File: src/hdl/reld_pkg.sv
package reld_pkg;

   // field widths
   localparam int ID_W       = 32;
   localparam int TIME_W     = 32;
   localparam int COUNT_W    = 16;
   localparam int DEPTH_W    = 4;
   localparam int CSR_IDX_W  = 1;
   localparam int CSR_DATA_W = 16;

   // saturation value of a repeat count
   localparam logic [COUNT_W-1:0] COUNT_MAX = 16'hFFFF;

   // register reset values
   localparam logic [COUNT_W-1:0] LIMIT_RESET = 16'd10;
   localparam logic [DEPTH_W-1:0] DEPTH_RESET = 4'd8;

   // register indexes
   localparam logic [CSR_IDX_W-1:0] CSR_COUNT_LIMIT  = 1'b0;
   localparam logic [CSR_IDX_W-1:0] CSR_DEPTH_IN_USE = 1'b1;

   // request kinds
   typedef enum logic {
      REQ_UPDATE = 1'b0,
      REQ_ERASE  = 1'b1
   } req_kind_type;

   typedef struct packed {
      req_kind_type        req_type;
      logic [ID_W-1:0]     event_id;
      logic [TIME_W-1:0]   event_time;
   } req_item_type;

   typedef struct packed {
      logic                looping;
      logic [COUNT_W-1:0]  max_count;
      logic                was_present;
   } rsp_item_type;

   // one history entry as held in the slot memory
   typedef struct packed {
      logic [ID_W-1:0]     ent_id;
      logic [COUNT_W-1:0]  ent_count;
      logic [TIME_W-1:0]   ent_time;
   } slot_entry_type;

   // control of the rank list for one request
   typedef struct packed {
      logic apply;
      logic grow;
      logic shrink;
   } rank_ctl_type;

endpackage

File: src/hdl/reld_slot_ram.sv
module reld_slot_ram #(
   parameter int DEPTH = 8,
   parameter int AW    = 3
) (
   input  logic                     clock,
   input  logic                     wr_en,
   input  logic [AW-1:0]            wr_addr,
   input  reld_pkg::slot_entry_type wr_data,
   input  logic [AW-1:0]            rd_addr,
   output reld_pkg::slot_entry_type rd_data
);

   reld_pkg::slot_entry_type mem [DEPTH];
   reld_pkg::slot_entry_type rd_data_ff;

   // write one entry, read one entry with registered data
   always_ff @(posedge clock) begin
      if (wr_en) begin
         mem[wr_addr] <= wr_data;
      end
      rd_data_ff <= mem[rd_addr];
   end

   assign rd_data = rd_data_ff;

endmodule

File: src/hdl/reld_rank_list.sv
module reld_rank_list #(
   parameter int MAX_DEPTH = 8,
   parameter int IDX_W     = 3,
   parameter int CNT_W     = 4
) (
   input  logic                   clock,
   input  logic                   reset,
   input  reld_pkg::rank_ctl_type ctl,
   input  logic [IDX_W-1:0]       idx,
   input  logic [IDX_W-1:0]       dst_idx,
   output logic [IDX_W-1:0]       rd_slot,
   output logic [CNT_W-1:0]       occ
);

   // rank_ff is a permutation of all slots: positions below occ_ff hold the
   // entries newest first, the positions above hold the free slots
   logic [IDX_W-1:0] rank_ff [MAX_DEPTH];
   logic [IDX_W-1:0] rank_in [MAX_DEPTH];
   logic [IDX_W-1:0] above_w [MAX_DEPTH];
   logic [IDX_W-1:0] below_w [MAX_DEPTH];
   logic [CNT_W-1:0] occ_ff;
   logic [CNT_W-1:0] occ_in;

   // neighbors of each position
   for (genvar g = 0; g < MAX_DEPTH; g++) begin : g_nbr
      if (g < MAX_DEPTH - 1) begin : g_up
         assign above_w[g] = rank_ff[g + 1];
      end else begin : g_top
         assign above_w[g] = rank_ff[g];
      end
      if (g > 0) begin : g_dn
         assign below_w[g] = rank_ff[g - 1];
      end else begin : g_bot
         assign below_w[g] = rank_ff[g];
      end
   end

   assign rd_slot = rank_ff[idx];

   // move the slot at idx to dst_idx, shifting the positions in between
   always_comb begin
      logic [IDX_W-1:0] kk;
      for (int k = 0; k < MAX_DEPTH; k++) begin
         kk = IDX_W'(k);
         if (!ctl.apply) begin
            rank_in[k] = rank_ff[k];
         end else if (kk == dst_idx) begin
            rank_in[k] = rd_slot;
         end else if (idx < dst_idx && kk >= idx && kk < dst_idx) begin
            rank_in[k] = above_w[k];
         end else if (idx > dst_idx && kk > dst_idx && kk <= idx) begin
            rank_in[k] = below_w[k];
         end else begin
            rank_in[k] = rank_ff[k];
         end
      end
   end

   // adjust occupancy
   always_comb begin
      occ_in = occ_ff;
      if (ctl.apply && ctl.grow) begin
         occ_in = occ_ff + CNT_W'(1);
      end else if (ctl.apply && ctl.shrink) begin
         occ_in = occ_ff - CNT_W'(1);
      end
   end

   always_ff @(posedge clock) begin
      if (reset) begin
         for (int k = 0; k < MAX_DEPTH; k++) begin
            rank_ff[k] <= IDX_W'(k);
         end
         occ_ff <= '0;
      end else begin
         rank_ff <= rank_in;
         occ_ff  <= occ_in;
      end
   end

   assign occ = occ_ff;

endmodule

File: src/hdl/repeat_event_loop_detector.sv
// Repeat event loop detector. A request is taken when start is high and busy
// is low; busy stays high until the result is computed, and the result then
// appears for one cycle with rsp_strobe, in the same cycle that busy drops, so
// the receiver must take it at once. The next request can be taken in the strobe
// cycle. The scan over the slot memory reads one history entry per cycle through
// its single read port, then waits for the last read to return and closes the
// scan, followed by a write-back cycle. After reset the history is empty at once;
// no clearing pass is needed. Configuration writes are always taken (csr_ready is
// high) and are meant for idle periods.
module repeat_event_loop_detector #(
   parameter int MAX_DEPTH = 8
) (
   input  logic                                clock,
   input  logic                                reset,
   input  logic                                start,
   output logic                                busy,
   input  reld_pkg::req_item_type              req_data,
   output logic                                rsp_strobe,
   output reld_pkg::rsp_item_type              rsp_data,
   input  logic                                csr_valid,
   output logic                                csr_ready,
   input  logic [reld_pkg::CSR_IDX_W-1:0]      csr_index,
   input  logic [reld_pkg::CSR_DATA_W-1:0]     csr_wdata
);

   localparam int IDX_W = (MAX_DEPTH > 1) ? $clog2(MAX_DEPTH) : 1;
   localparam int CNT_W = $clog2(MAX_DEPTH + 1);
   localparam int CMP_W = (CNT_W > reld_pkg::DEPTH_W) ? CNT_W : reld_pkg::DEPTH_W;

   typedef enum logic [2:0] {
      ST_IDLE   = 3'b001,
      ST_SCAN   = 3'b010,
      ST_FINISH = 3'b100
   } state_type;

   state_type                          state_ff, state_in;
   reld_pkg::req_item_type             req_ff, req_in;
   logic [reld_pkg::COUNT_W-1:0]       limit_ff, limit_in;
   logic [reld_pkg::DEPTH_W-1:0]       depth_ff, depth_in;
   logic [reld_pkg::COUNT_W-1:0]       peak_ff, peak_in;
   logic                               flag_ff, flag_in;
   logic                               rsp_strobe_ff, rsp_strobe_in;
   reld_pkg::rsp_item_type             rsp_ff, rsp_in;

   logic [CNT_W-1:0]                   iss_ff, iss_in;
   logic                               pend_ff, pend_in;
   logic [IDX_W-1:0]                   pend_pos_ff, pend_pos_in;
   logic [IDX_W-1:0]                   pend_slot_ff, pend_slot_in;
   logic                               found_ff, found_in;
   logic [IDX_W-1:0]                   hit_pos_ff, hit_pos_in;
   logic [IDX_W-1:0]                   hit_slot_ff, hit_slot_in;
   logic [reld_pkg::COUNT_W-1:0]       hit_cnt_ff, hit_cnt_in;
   logic [CNT_W-1:0]                   pos_upd_ff, pos_upd_in;
   logic [CNT_W-1:0]                   pos_ins_ff, pos_ins_in;
   logic [reld_pkg::COUNT_W-1:0]       max_other_ff, max_other_in;
   logic                               evict_ff, evict_in;

   reld_pkg::rank_ctl_type             rank_ctl;
   logic [IDX_W-1:0]                   rank_idx;
   logic [IDX_W-1:0]                   rank_dst;
   logic [IDX_W-1:0]                   rank_slot;
   logic [CNT_W-1:0]                   occ;

   logic                               ram_wr_en;
   logic [IDX_W-1:0]                   ram_wr_addr;
   reld_pkg::slot_entry_type           ram_wr_data;
   reld_pkg::slot_entry_type           ram_rd_data;

   logic [CMP_W-1:0]                   depth_eff;
   logic                               evict_now;
   logic [IDX_W-1:0]                   last_idx;
   logic                               issue;
   logic [reld_pkg::COUNT_W-1:0]       new_cnt;
   logic [reld_pkg::COUNT_W-1:0]       peak_upd;

   reld_slot_ram #(
      .DEPTH (MAX_DEPTH),
      .AW    (IDX_W)
   ) u_slot_ram (
      .clock   (clock),
      .wr_en   (ram_wr_en),
      .wr_addr (ram_wr_addr),
      .wr_data (ram_wr_data),
      .rd_addr (rank_slot),
      .rd_data (ram_rd_data)
   );

   reld_rank_list #(
      .MAX_DEPTH (MAX_DEPTH),
      .IDX_W     (IDX_W),
      .CNT_W     (CNT_W)
   ) u_rank_list (
      .clock   (clock),
      .reset   (reset),
      .ctl     (rank_ctl),
      .idx     (rank_idx),
      .dst_idx (rank_dst),
      .rd_slot (rank_slot),
      .occ     (occ)
   );

   // clamp the depth in use and decide on eviction
   assign depth_eff = (CMP_W'(depth_ff) > CMP_W'(MAX_DEPTH)) ? CMP_W'(MAX_DEPTH)
                                                              : CMP_W'(depth_ff);
   assign evict_now = (occ != '0) && (CMP_W'(occ) >= depth_eff);
   assign last_idx  = IDX_W'(occ - CNT_W'(1));
   assign issue     = (state_ff == ST_SCAN) && (iss_ff < occ);

   // saturating count of the matched entry and the raised peak
   assign new_cnt  = (hit_cnt_ff == reld_pkg::COUNT_MAX) ? hit_cnt_ff
                                                         : hit_cnt_ff + reld_pkg::COUNT_W'(1);
   assign peak_upd = (new_cnt > peak_ff) ? new_cnt : peak_ff;

   // configuration writes
   assign csr_ready = 1'b1;

   always_comb begin
      limit_in = limit_ff;
      depth_in = depth_ff;
      if (csr_valid && csr_ready) begin
         unique case (csr_index)
            reld_pkg::CSR_COUNT_LIMIT:  limit_in = csr_wdata;
            reld_pkg::CSR_DEPTH_IN_USE: depth_in = csr_wdata[reld_pkg::DEPTH_W-1:0];
            default: ;
         endcase
      end
   end

   // request sequencer: scan the history, then write back
   always_comb begin
      state_in      = state_ff;
      req_in        = req_ff;
      peak_in       = peak_ff;
      flag_in       = flag_ff;
      rsp_strobe_in = 1'b0;
      rsp_in        = rsp_ff;
      iss_in        = iss_ff;
      pend_in       = 1'b0;
      pend_pos_in   = pend_pos_ff;
      pend_slot_in  = pend_slot_ff;
      found_in      = found_ff;
      hit_pos_in    = hit_pos_ff;
      hit_slot_in   = hit_slot_ff;
      hit_cnt_in    = hit_cnt_ff;
      pos_upd_in    = pos_upd_ff;
      pos_ins_in    = pos_ins_ff;
      max_other_in  = max_other_ff;
      evict_in      = evict_ff;
      rank_ctl      = '0;
      rank_idx      = iss_ff[IDX_W-1:0];
      rank_dst      = '0;
      ram_wr_en     = 1'b0;
      ram_wr_addr   = rank_slot;
      ram_wr_data   = '0;

      unique case (state_ff)
         ST_IDLE: begin
            // take a request and clear the scan accumulators
            if (start) begin
               req_in       = req_data;
               evict_in     = evict_now;
               iss_in       = '0;
               found_in     = 1'b0;
               pos_upd_in   = '0;
               pos_ins_in   = '0;
               max_other_in = '0;
               state_in     = ST_SCAN;
            end
         end

         ST_SCAN: begin
            // issue one read per cycle in rank order
            if (issue) begin
               iss_in       = iss_ff + CNT_W'(1);
               pend_in      = 1'b1;
               pend_pos_in  = iss_ff[IDX_W-1:0];
               pend_slot_in = rank_slot;
            end
            // fold the returned entry into the accumulators
            if (pend_ff) begin
               if (!found_ff && ram_rd_data.ent_id == req_ff.event_id) begin
                  found_in    = 1'b1;
                  hit_pos_in  = pend_pos_ff;
                  hit_slot_in = pend_slot_ff;
                  hit_cnt_in  = ram_rd_data.ent_count;
               end else begin
                  if (ram_rd_data.ent_time > req_ff.event_time ||
                      (ram_rd_data.ent_time == req_ff.event_time && !found_ff)) begin
                     pos_upd_in = pos_upd_ff + CNT_W'(1);
                  end
                  if (ram_rd_data.ent_count > max_other_ff) begin
                     max_other_in = ram_rd_data.ent_count;
                  end
               end
               if (!(evict_ff && pend_pos_ff == last_idx) &&
                   ram_rd_data.ent_time >= req_ff.event_time) begin
                  pos_ins_in = pos_ins_ff + CNT_W'(1);
               end
            end
            if (!issue && !pend_ff) begin
               state_in = ST_FINISH;
            end
         end

         ST_FINISH: begin
            unique case (req_ff.req_type)
               reld_pkg::REQ_ERASE: begin
                  // drop the entry and take the peak over what remains
                  peak_in = max_other_ff;
                  flag_in = max_other_ff > limit_ff;
                  if (found_ff) begin
                     rank_ctl.apply  = 1'b1;
                     rank_ctl.shrink = 1'b1;
                     rank_idx        = hit_pos_ff;
                     rank_dst        = last_idx;
                  end
               end
               reld_pkg::REQ_UPDATE: begin
                  if (found_ff) begin
                     // refresh the entry and move it to its new rank
                     ram_wr_en             = 1'b1;
                     ram_wr_addr           = hit_slot_ff;
                     ram_wr_data.ent_id    = req_ff.event_id;
                     ram_wr_data.ent_count = new_cnt;
                     ram_wr_data.ent_time  = req_ff.event_time;
                     peak_in               = peak_upd;
                     flag_in               = flag_ff || (peak_upd > limit_ff);
                     rank_ctl.apply        = 1'b1;
                     rank_idx              = hit_pos_ff;
                     rank_dst              = pos_upd_ff[IDX_W-1:0];
                  end else begin
                     // reuse the oldest slot or take the first free one
                     rank_idx              = evict_ff ? last_idx : occ[IDX_W-1:0];
                     rank_dst              = pos_ins_ff[IDX_W-1:0];
                     rank_ctl.apply        = 1'b1;
                     rank_ctl.grow         = !evict_ff;
                     ram_wr_en             = 1'b1;
                     ram_wr_addr           = rank_slot;
                     ram_wr_data.ent_id    = req_ff.event_id;
                     ram_wr_data.ent_count = reld_pkg::COUNT_W'(1);
                     ram_wr_data.ent_time  = req_ff.event_time;
                  end
               end
               default: ;
            endcase
            rsp_in.looping     = flag_in;
            rsp_in.max_count   = peak_in;
            rsp_in.was_present = found_ff;
            rsp_strobe_in      = 1'b1;
            state_in           = ST_IDLE;
         end

         default: state_in = ST_IDLE;
      endcase
   end

   // control registers
   always_ff @(posedge clock) begin
      if (reset) begin
         state_ff      <= ST_IDLE;
         limit_ff      <= reld_pkg::LIMIT_RESET;
         depth_ff      <= reld_pkg::DEPTH_RESET;
         peak_ff       <= '0;
         flag_ff       <= 1'b0;
         rsp_strobe_ff <= 1'b0;
         pend_ff       <= 1'b0;
         found_ff      <= 1'b0;
         iss_ff        <= '0;
      end else begin
         state_ff      <= state_in;
         limit_ff      <= limit_in;
         depth_ff      <= depth_in;
         peak_ff       <= peak_in;
         flag_ff       <= flag_in;
         rsp_strobe_ff <= rsp_strobe_in;
         pend_ff       <= pend_in;
         found_ff      <= found_in;
         iss_ff        <= iss_in;
      end
   end

   // payload registers
   always_ff @(posedge clock) begin
      req_ff       <= req_in;
      rsp_ff       <= rsp_in;
      pend_pos_ff  <= pend_pos_in;
      pend_slot_ff <= pend_slot_in;
      hit_pos_ff   <= hit_pos_in;
      hit_slot_ff  <= hit_slot_in;
      hit_cnt_ff   <= hit_cnt_in;
      pos_upd_ff   <= pos_upd_in;
      pos_ins_ff   <= pos_ins_in;
      max_other_ff <= max_other_in;
      evict_ff     <= evict_in;
   end

   assign busy       = (state_ff != ST_IDLE);
   assign rsp_strobe = rsp_strobe_ff;
   assign rsp_data   = rsp_ff;

   // a result follows the write-back cycle and never overlaps a busy cycle
   a_strobe_after_finish: assert property (@(posedge clock) disable iff (reset)
      rsp_strobe_ff |-> ($past(state_ff == ST_FINISH) && !busy))
      else $error("result strobe without a write-back cycle");

   // read data is only pending while scanning
   a_pend_in_scan: assert property (@(posedge clock) disable iff (reset)
      pend_ff |-> (state_ff == ST_SCAN))
      else $error("slot read pending outside the scan");

   // the history size holds still during a scan
   a_occ_stable_scan: assert property (@(posedge clock) disable iff (reset)
      (state_ff == ST_SCAN && $past(state_ff == ST_SCAN)) |-> $stable(occ))
      else $error("occupancy changed during the scan");

   // a successful erase shrinks the history by one
   a_erase_shrinks: assert property (@(posedge clock) disable iff (reset)
      (state_ff == ST_FINISH && req_ff.req_type == reld_pkg::REQ_ERASE && found_ff)
      |=> (occ == $past(occ) - CNT_W'(1)))
      else $error("erase did not remove the entry");

endmodule

File: config.mk
export PLATFORM = sky130hd
export DESIGN_NAME = repeat_event_loop_detector
export DESIGN_NICKNAME = d
export VERILOG_FILES = /design/src/hdl/reld_pkg.sv /design/src/hdl/reld_slot_ram.sv /design/src/hdl/reld_rank_list.sv /design/src/hdl/repeat_event_loop_detector.sv
export SDC_FILE = /design/constraint.sdc
export NUM_CORES = 1
export LEC_CHECK = 0
export ABC_AREA = 0
export ABC_CLOCK_PERIOD_IN_PS = 8530
export BUFFER_PORTS_ARGS = -buffer_cell sky130_fd_sc_hd__clkbuf_2
export CORE_AREA = 2 2 301 303
export DETAILED_ROUTE_END_ITERATION = 10
export DIE_AREA = 0 0 303 305
export MAX_ROUTING_LAYER = met4
export SETUP_SLACK_MARGIN = 0.05
export SYNTH_ARGS = -nofsm -noshare
export SYNTH_HDL_FRONTEND = slang
export SYNTH_SLANG_ARGS = --single-unit
File: constraint.sdc
create_clock -name clock -period 8.53 [get_ports clock]
set_clock_uncertainty 0.1 [all_clocks]
set_input_delay 0.4265 -clock clock [delete_from_list [all_inputs] [get_ports clock]]
set_output_delay 0.4265 -clock clock [all_outputs]
set_load 0.02 [all_outputs]
==> results of run 1 <==
## timing repair
item / CTS / global route
setup buffers: 0 / 0
endpoints found under the hold margin: 85 / 0
hold buffers: 84 / 0
## synth_stat cells, types with 7 or more instances
library cell / instances
inv_1: 101
o21a_1: 23
buf_6: 26
or2_2: 7
xor2_1: 31
a21o_1: 32
nor4_1: 87
and3_1: 7
buf_2: 30
o21ai_0: 78
edfxtp_1: 774
mux2i_1: 49
and2_1: 354
nand3_1: 35
nand4_1: 35
and2_0: 29
a21oi_1: 63
or3_1: 7
clkbuf_1: 134
xnor2_1: 23
nand2b_1: 8
ha_1: 113
nor2_1: 65
a31oi_1: 28
o211ai_1: 12
nor3_1: 49
dfxtp_1: 155
nor2b_1: 11
buf_1: 12
o221a_2: 12
a2111oi_0: 315
a2111oi_1: 10
nand2_1: 113
## through the flow
stage	total power, W	hold slack (ps)	worst slack, ps	instances
2_1_floorplan	0.00513	300	1800	2909
3_3_place_gp	0.00521	307	2090	4024
3_5_place_dp	0.00522	317	1880	4024
4_1_cts	0.00953	23.5	1900	4289
5_1_grt	0.00975	47.2	1430	4289
6_report	0.00945	53.5	1860	4289
## cell families after synthesis
| group | after synthesis |
|---|---|
| multiplexers | 59 |
| other | 1 |
| adder cells (fa/ha/maj) | 113 |
| flip-flops | 929 |
| buffers and inverters | 313 |
| AO/OA/AOI/OAI | 617 |
| XOR/XNOR | 54 |
| AND/OR/NAND/NOR | 823 |
## critical path, stage by stage (launching register included)
cell	delay, ps
dfxtp_1	500
or3b_4	800
clkinv_4	100
buf_4	330
o2111ai_1	190
and3_1	500
mux4_4	1080
inv_8	730
nor2_1	160
or4_4	530
nor2_4	690
buf_12	370
## metal layers
layer  share of wire  vias up  track usage
met5               0        -            -
met4           0.023        0       0.0605
met3           0.046      146       0.0270
met2            0.49      699        0.348
met1            0.44    12500        0.278
li1                -    11500            -
## registers in the layout, indices dropped and copies added, names as in the netlist, 3 cells and up
| signal | cells |
|---|---|
| u_slot_ram.mem | 640 |
| u_slot_ram.rd_data | 80 |
| req_ff | 65 |
| u_rank_list.above_w | 21 |
| rsp_data | 18 |
| hit_cnt_ff | 16 |
| limit_ff | 16 |
| max_other_ff | 16 |
| peak_ff | 16 |
| depth_ff | 4 |
| iss_ff | 4 |
| u_rank_list.occ | 4 |
| hit_pos_ff | 3 |
| hit_slot_ff | 3 |
| pend_pos_ff | 3 |
| pend_slot_ff | 3 |
| pos_ins_ff | 3 |
| pos_upd_ff | 3 |
| state_ff | 3 |
| u_rank_list.below_w | 3 |
## layout make-up
cell class,instances,area (um2),area share
multi-input combinational,1667,12000,0.266
sequential,929,26300,0.582
clock buffer,133,2730,0.0603
tap,1176,1470,0.0325
inverter,107,419,0.00926
clock inverter,48,534,0.0118
timing repair buffer,229,1730,0.0382
## path summary, 6_finish.rpt
| kind | from | end | slack (ps) | depth (start not counted) |
|---|---|---|---|---|
| setup / recovery | state_ff[0] | u_slot_ram.mem[1][68] | 1860 | 11 |
| setup reg to reg | state_ff[0] | u_slot_ram.mem[1][68] | 1860 | 11 |
| hold reg to reg | pend_slot_ff[1] | hit_slot_ff[1] | 320 | 0 |
| hold / removal | csr_index | depth_ff[3] | 50 | 3 |
## power groups by stage
stage | Combinational (W) | Clock [W] | Sequential, W
2_1_floorplan | 0.000120 | 0 | 0.00501
3_3_place_gp | 0.000191 | 0 | 0.00502
3_5_place_dp | 0.000196 | 0 | 0.00502
4_1_cts | 0.000227 | 0.00437 | 0.00493
5_1_grt | 0.000253 | 0.00457 | 0.00493
6_report | 0.000225 | 0.00430 | 0.00493
==> metrics.txt, run 1 <==
Switching Share=0.200; syn_nets=3108; Least-Margin Pin Slew=1180 ps; Synth async-reset ratio=0; post-synthesis mux area share=0.0158; Die Height=305 um; final core occ=0.507; internal power=0.00756 W; fmax=150 MHz; Layout area overhead=14.0%; Hold Fails Final Rpt=0; most frequent cells in the layout=774 x edfxtp_1, 354 x and2_1, 315 x a2111oi_0; via count=24900; global-route wire length before repair=149 mm; Die Width=303 um; Via density=5.79; vias in the first global route=25200; routed length per instance=22.4 um; Clk pwr share=0.455; Post-DP Area=0.0411 mm2; EDFF count, synth=774; main combinational cell family by area after synthesis=compound AO/OA/AOI/OAI gates; Placer Congestion=0.896; initial antenna violation count=0; post-route clock period utilization=0.782; core area=0.0893 mm2; peak supply drop=0.164 mV; largest net degree at the start of global routing=180; # nets final=3230; Setup Crit Path Kind=flip-flop to flip-flop; Flop pwr share=0.521; CP max FO=147; Min Clock Period, post-route=6670 ps; CTS tree=done; fillcell total=7408; CTS Buf Count=97; most common cell after layout, fill and taps aside=edfxtp_1; Starting Density=0.444; Synth Register Bits=929; post-synth top area cell=edfxtp_1; YS warnings=0; worst-skew pair later-pin latency=650 ps; Critical Path AT=6880 ps; Clk Tree Root Cell=clkbuf_16; Post-Syn Area=0.0397 mm2; post-synthesis sequential area ratio=0.664; Worst-path clk slew=60 ps; share of the synthesized area in the top cell type=0.585; Main synth FF type=edfxtp_1; Synth cell types=79; fraction of layout cells with a size suffix above 1=0.110; CTS resizes=0; ant diodes=0; failing checks=design-rule violations; Critical Path Sink Type=flip-flop; htree depth=3; post-route cell area=0.0452 mm2; PortBufs=105; post-synthesis xor/xnor area fraction=0.0119; Iteration-0 DRC Markers=2009; maxcap violations=0; CP Launch Type=flip-flop; FP Rows=110; Ports=107; clk sink count=929; Static Leakage=16.4 nW; first-pass iteration count of the detailed router=11; DIE AREA=0.0924 mm2; headroom to the max-slew limit=0.191; net switching power=0.00189 W; pwr dens=209 mW/mm2; Synth Area in Compound Gates=0.120; DRC=8; Max Slew Vio Count=0; grt total ovfl=0; HPWL after DPL=53.4 mm; post-synthesis adder-cell area fraction=0.0356; data required time of the worst path=8740 ps; RSZ-0062 raised after global routing=no; simple-gate area share of the yosys netlist=0.117; CTS Buffer Depth=3; combinational share of power=0.024; Area contributors post-synth=edfxtp_1 59%, dfxtp_1 7.8%, a2111oi_0 6.9%; post-route ant nets=0; status=finished with violations; setup TNS=0 ps; syn_area_per_cell=13.6 um2; Tightest Hold Check Type=input pin to flip-flop; Mapped Cells=2909; Total Routing Usage GR=0.213; Final setup viols=0; Post-Route WL=96.3 mm
(Power assumes the default switching activity.)
==> inputs of run 2 (changes only) <==
- ABC_CLOCK_PERIOD_IN_PS: 8530 -> 6400
- clock period: 8.53 -> 6.4 ns (I/O delays scaled with it)
==> run 2 against run 1 <==
  * The run still ends with design-rule violations left
  * Sequential cell count is the same
  * Worst setup slack got worse by 1200 ps
  * First-iteration DRC count increased by 6.1%
  * Clock power grew 34%
  * Die area stayed put
  * Core utilization rose by 0.42 points
  * Combinational power is 41% higher
  * Global-route usage rose by 0.18 points
  * Via count is 0.49% higher
  * Sequential share of layout area is 0.47 points lower
  * Fmax up 15%
  * Critical endpoint is now rsp_data[17]
  * Largest cell class unchanged
  * Largest power group unchanged
==> metrics.txt, run 2 (synthesis gave the netlist of run 1 again) <==
Largest register FFs=640; htree depth=3; Critical Path Sink Type=flip-flop; status=finished with violations; vias in the first global route=25100; Placer Congestion=0.889; largest net degree at the start of global routing=287; Worst-path clk slew=70 ps; Final setup viols=0; global-route wire length before repair=149 mm; Static Leakage=15.7 nW; Iteration-0 DRC Markers=2131; GRT met3 Usage=0.0250; FF-to-FF Start=hit_cnt_ff[0]; CP Launch Type=flip-flop; placed insts=4035; post-route ant nets=0; CTS Buf Count=96; pwr dens=277 mW/mm2; Least-Margin Pin Slew=1260 ps; via count=25000; Min Clock Period, post-route=5780 ps; Die Height=305 um; clk sink count=929; PortBufs=105; FP Rows=110; worst-skew pair later-pin latency=680 ps; fillcell total=7392; M2 GR Usage=0.346; failing checks=design-rule violations; DIE AREA=0.0924 mm2; Largest Register=u_slot_ram.mem; R2R cell count=25; Most Used Layer, Global Route=met2; ant diodes=0; internal power=0.0101 W; Total Routing Usage GR=0.214; CTS Buffer Depth=3; worst setup path startpoint=hit_cnt_ff[0]; initial antenna violation count=0; data required time of the worst path=6680 ps; hold wc startpoint=csr_valid; overall power=0.0127 W; Clk pwr share=0.456; Starting Density=0.444; setup TNS=0 ps; met1 usage=0.284; Flop pwr share=0.519; Critical Path AT=6060 ps; post-route clock period utilization=0.902; Clk Tree Root Cell=clkbuf_16; fmax=173 MHz; Setup Buffers After CTS=0; maxcap violations=0; grt total ovfl=0; Max Slew Vio Count=0; fraction of layout cells with a size suffix above 1=0.114; routed length per instance=22.5 um; headroom to the max-slew limit=0.161; Tightest Hold Check Type=input pin to flip-flop; peak supply drop=0.244 mV; RSZ-0062 raised after global routing=no; net switching power=0.00257 W; DRC=11; Setup Crit Path Kind=flip-flop to flip-flop; Finished Layout Cells=4304; # nets final=3244; Hold Fails Final Rpt=0; most frequent cells in the layout=774 x edfxtp_1, 354 x and2_1, 315 x a2111oi_0; combinational share of power=0.025; Worst Hold Path Cells=4; first-pass iteration count of the detailed router=10; Via density=5.80; CTS tree=done; HPWL after DPL=52.9 mm; Post-Route WL=97.0 mm; Layout area overhead=14.9%; core area=0.0893 mm2; CP max FO=17; most common cell after layout, fill and taps aside=edfxtp_1; Switching Share=0.203; Ports=107; Die Width=303 um
run 2: changes by cell type in the layout (fill, tap and decap cells not counted), moves of 3 or more:
| cell | before | now |
|---|---|---|
| buf_12 | 5 | 17 |
| clkbuf_1 | 24 | 30 |
| clkbuf_16 | 101 | 97 |
| clkbuf_8 | 8 | 16 |
| clkinv_1 | 15 | 10 |
| clkinv_16 | 0 | 5 |
| clkinv_2 | 15 | 9 |
| clkinvlp_4 | 4 | 1 |
| dlygate4sd3_1 | 84 | 88 |
run 2: cell type report:
class | count | area, um2 | area share
clock buffers | 143 | 2760 | 0.0605
clock inverters | 38 | 587 | 0.0129
well taps | 1176 | 1470 | 0.0323
repair buffers | 244 | 2000 | 0.0439
flip-flops and latches | 929 | 26300 | 0.578
inverters | 107 | 419 | 0.00919
multi-input cells | 1667 | 12000 | 0.264
run 2: what timing repair did:
item,in CTS,in global routing
setup endpoints to repair,0,2
gates resized for setup,0,3
hold buffers,88,0
endpoints found under the hold margin,85,0
run 2: power groups by stage:
stage | Clock (W) | Sequential, W | Combinational [W]
after floorplan | 0 | 0.00668 | 0.000169
after global routing | 0.00613 | 0.00657 | 0.000354
final | 0.00577 | 0.00657 | 0.000317
after global placement | 0 | 0.00670 | 0.000266
after detailed placement | 0 | 0.00670 | 0.000274
after CTS | 0.00588 | 0.00657 | 0.000317
run 2: final timing paths:
kind	slack [ps]	endpoint
setup / recovery	620	rsp_data[17]
hold / removal	50	depth_ff[1]
setup reg to reg	620	rsp_data[17]
hold reg to reg	300	hit_slot_ff[0]
run 2: worst max-delay path, cell delays in order, from the launching register on:
cell	delay, ps
edfxtp_1	440
ha_1	280
nand2_1	90
nor4_2	220
nand3_2	280
and4b_1	280
xor2_1	140
buf_4	150
ha_1	300
a21o_1	160
a21o_1	170
a21o_1	160
a2111oi_0	380
o2111a_1	310
nor2_2	130
buf_4	240
o21ai_0	170
ha_1	260
nor2b_1	130
o21a_1	160
o21a_1	160
o21a_1	160
o21a_1	170
o211ai_1	170
a211o_1	170
a22oi_1	80
run 2: stage by stage:
step                      setup slack (ps)   util  area (um2)  hold WS [ps]
after floorplan                       -328      -       39700           300
after global placement                 313  0.463       41400           306
after detailed placement               253  0.463       41400           315
after CTS                              220  0.511       45600          11.5
after global routing                   171  0.511       45600          71.4
final                                  624  0.511       45600          49.7
run 2: routing by layer:
layer / share of wire / vias up
met5: 0 / -
met4: 0.022 / 0
met3: 0.046 / 139
met2: 0.49 / 674
met1: 0.44 / 12600
li1: - / 11600
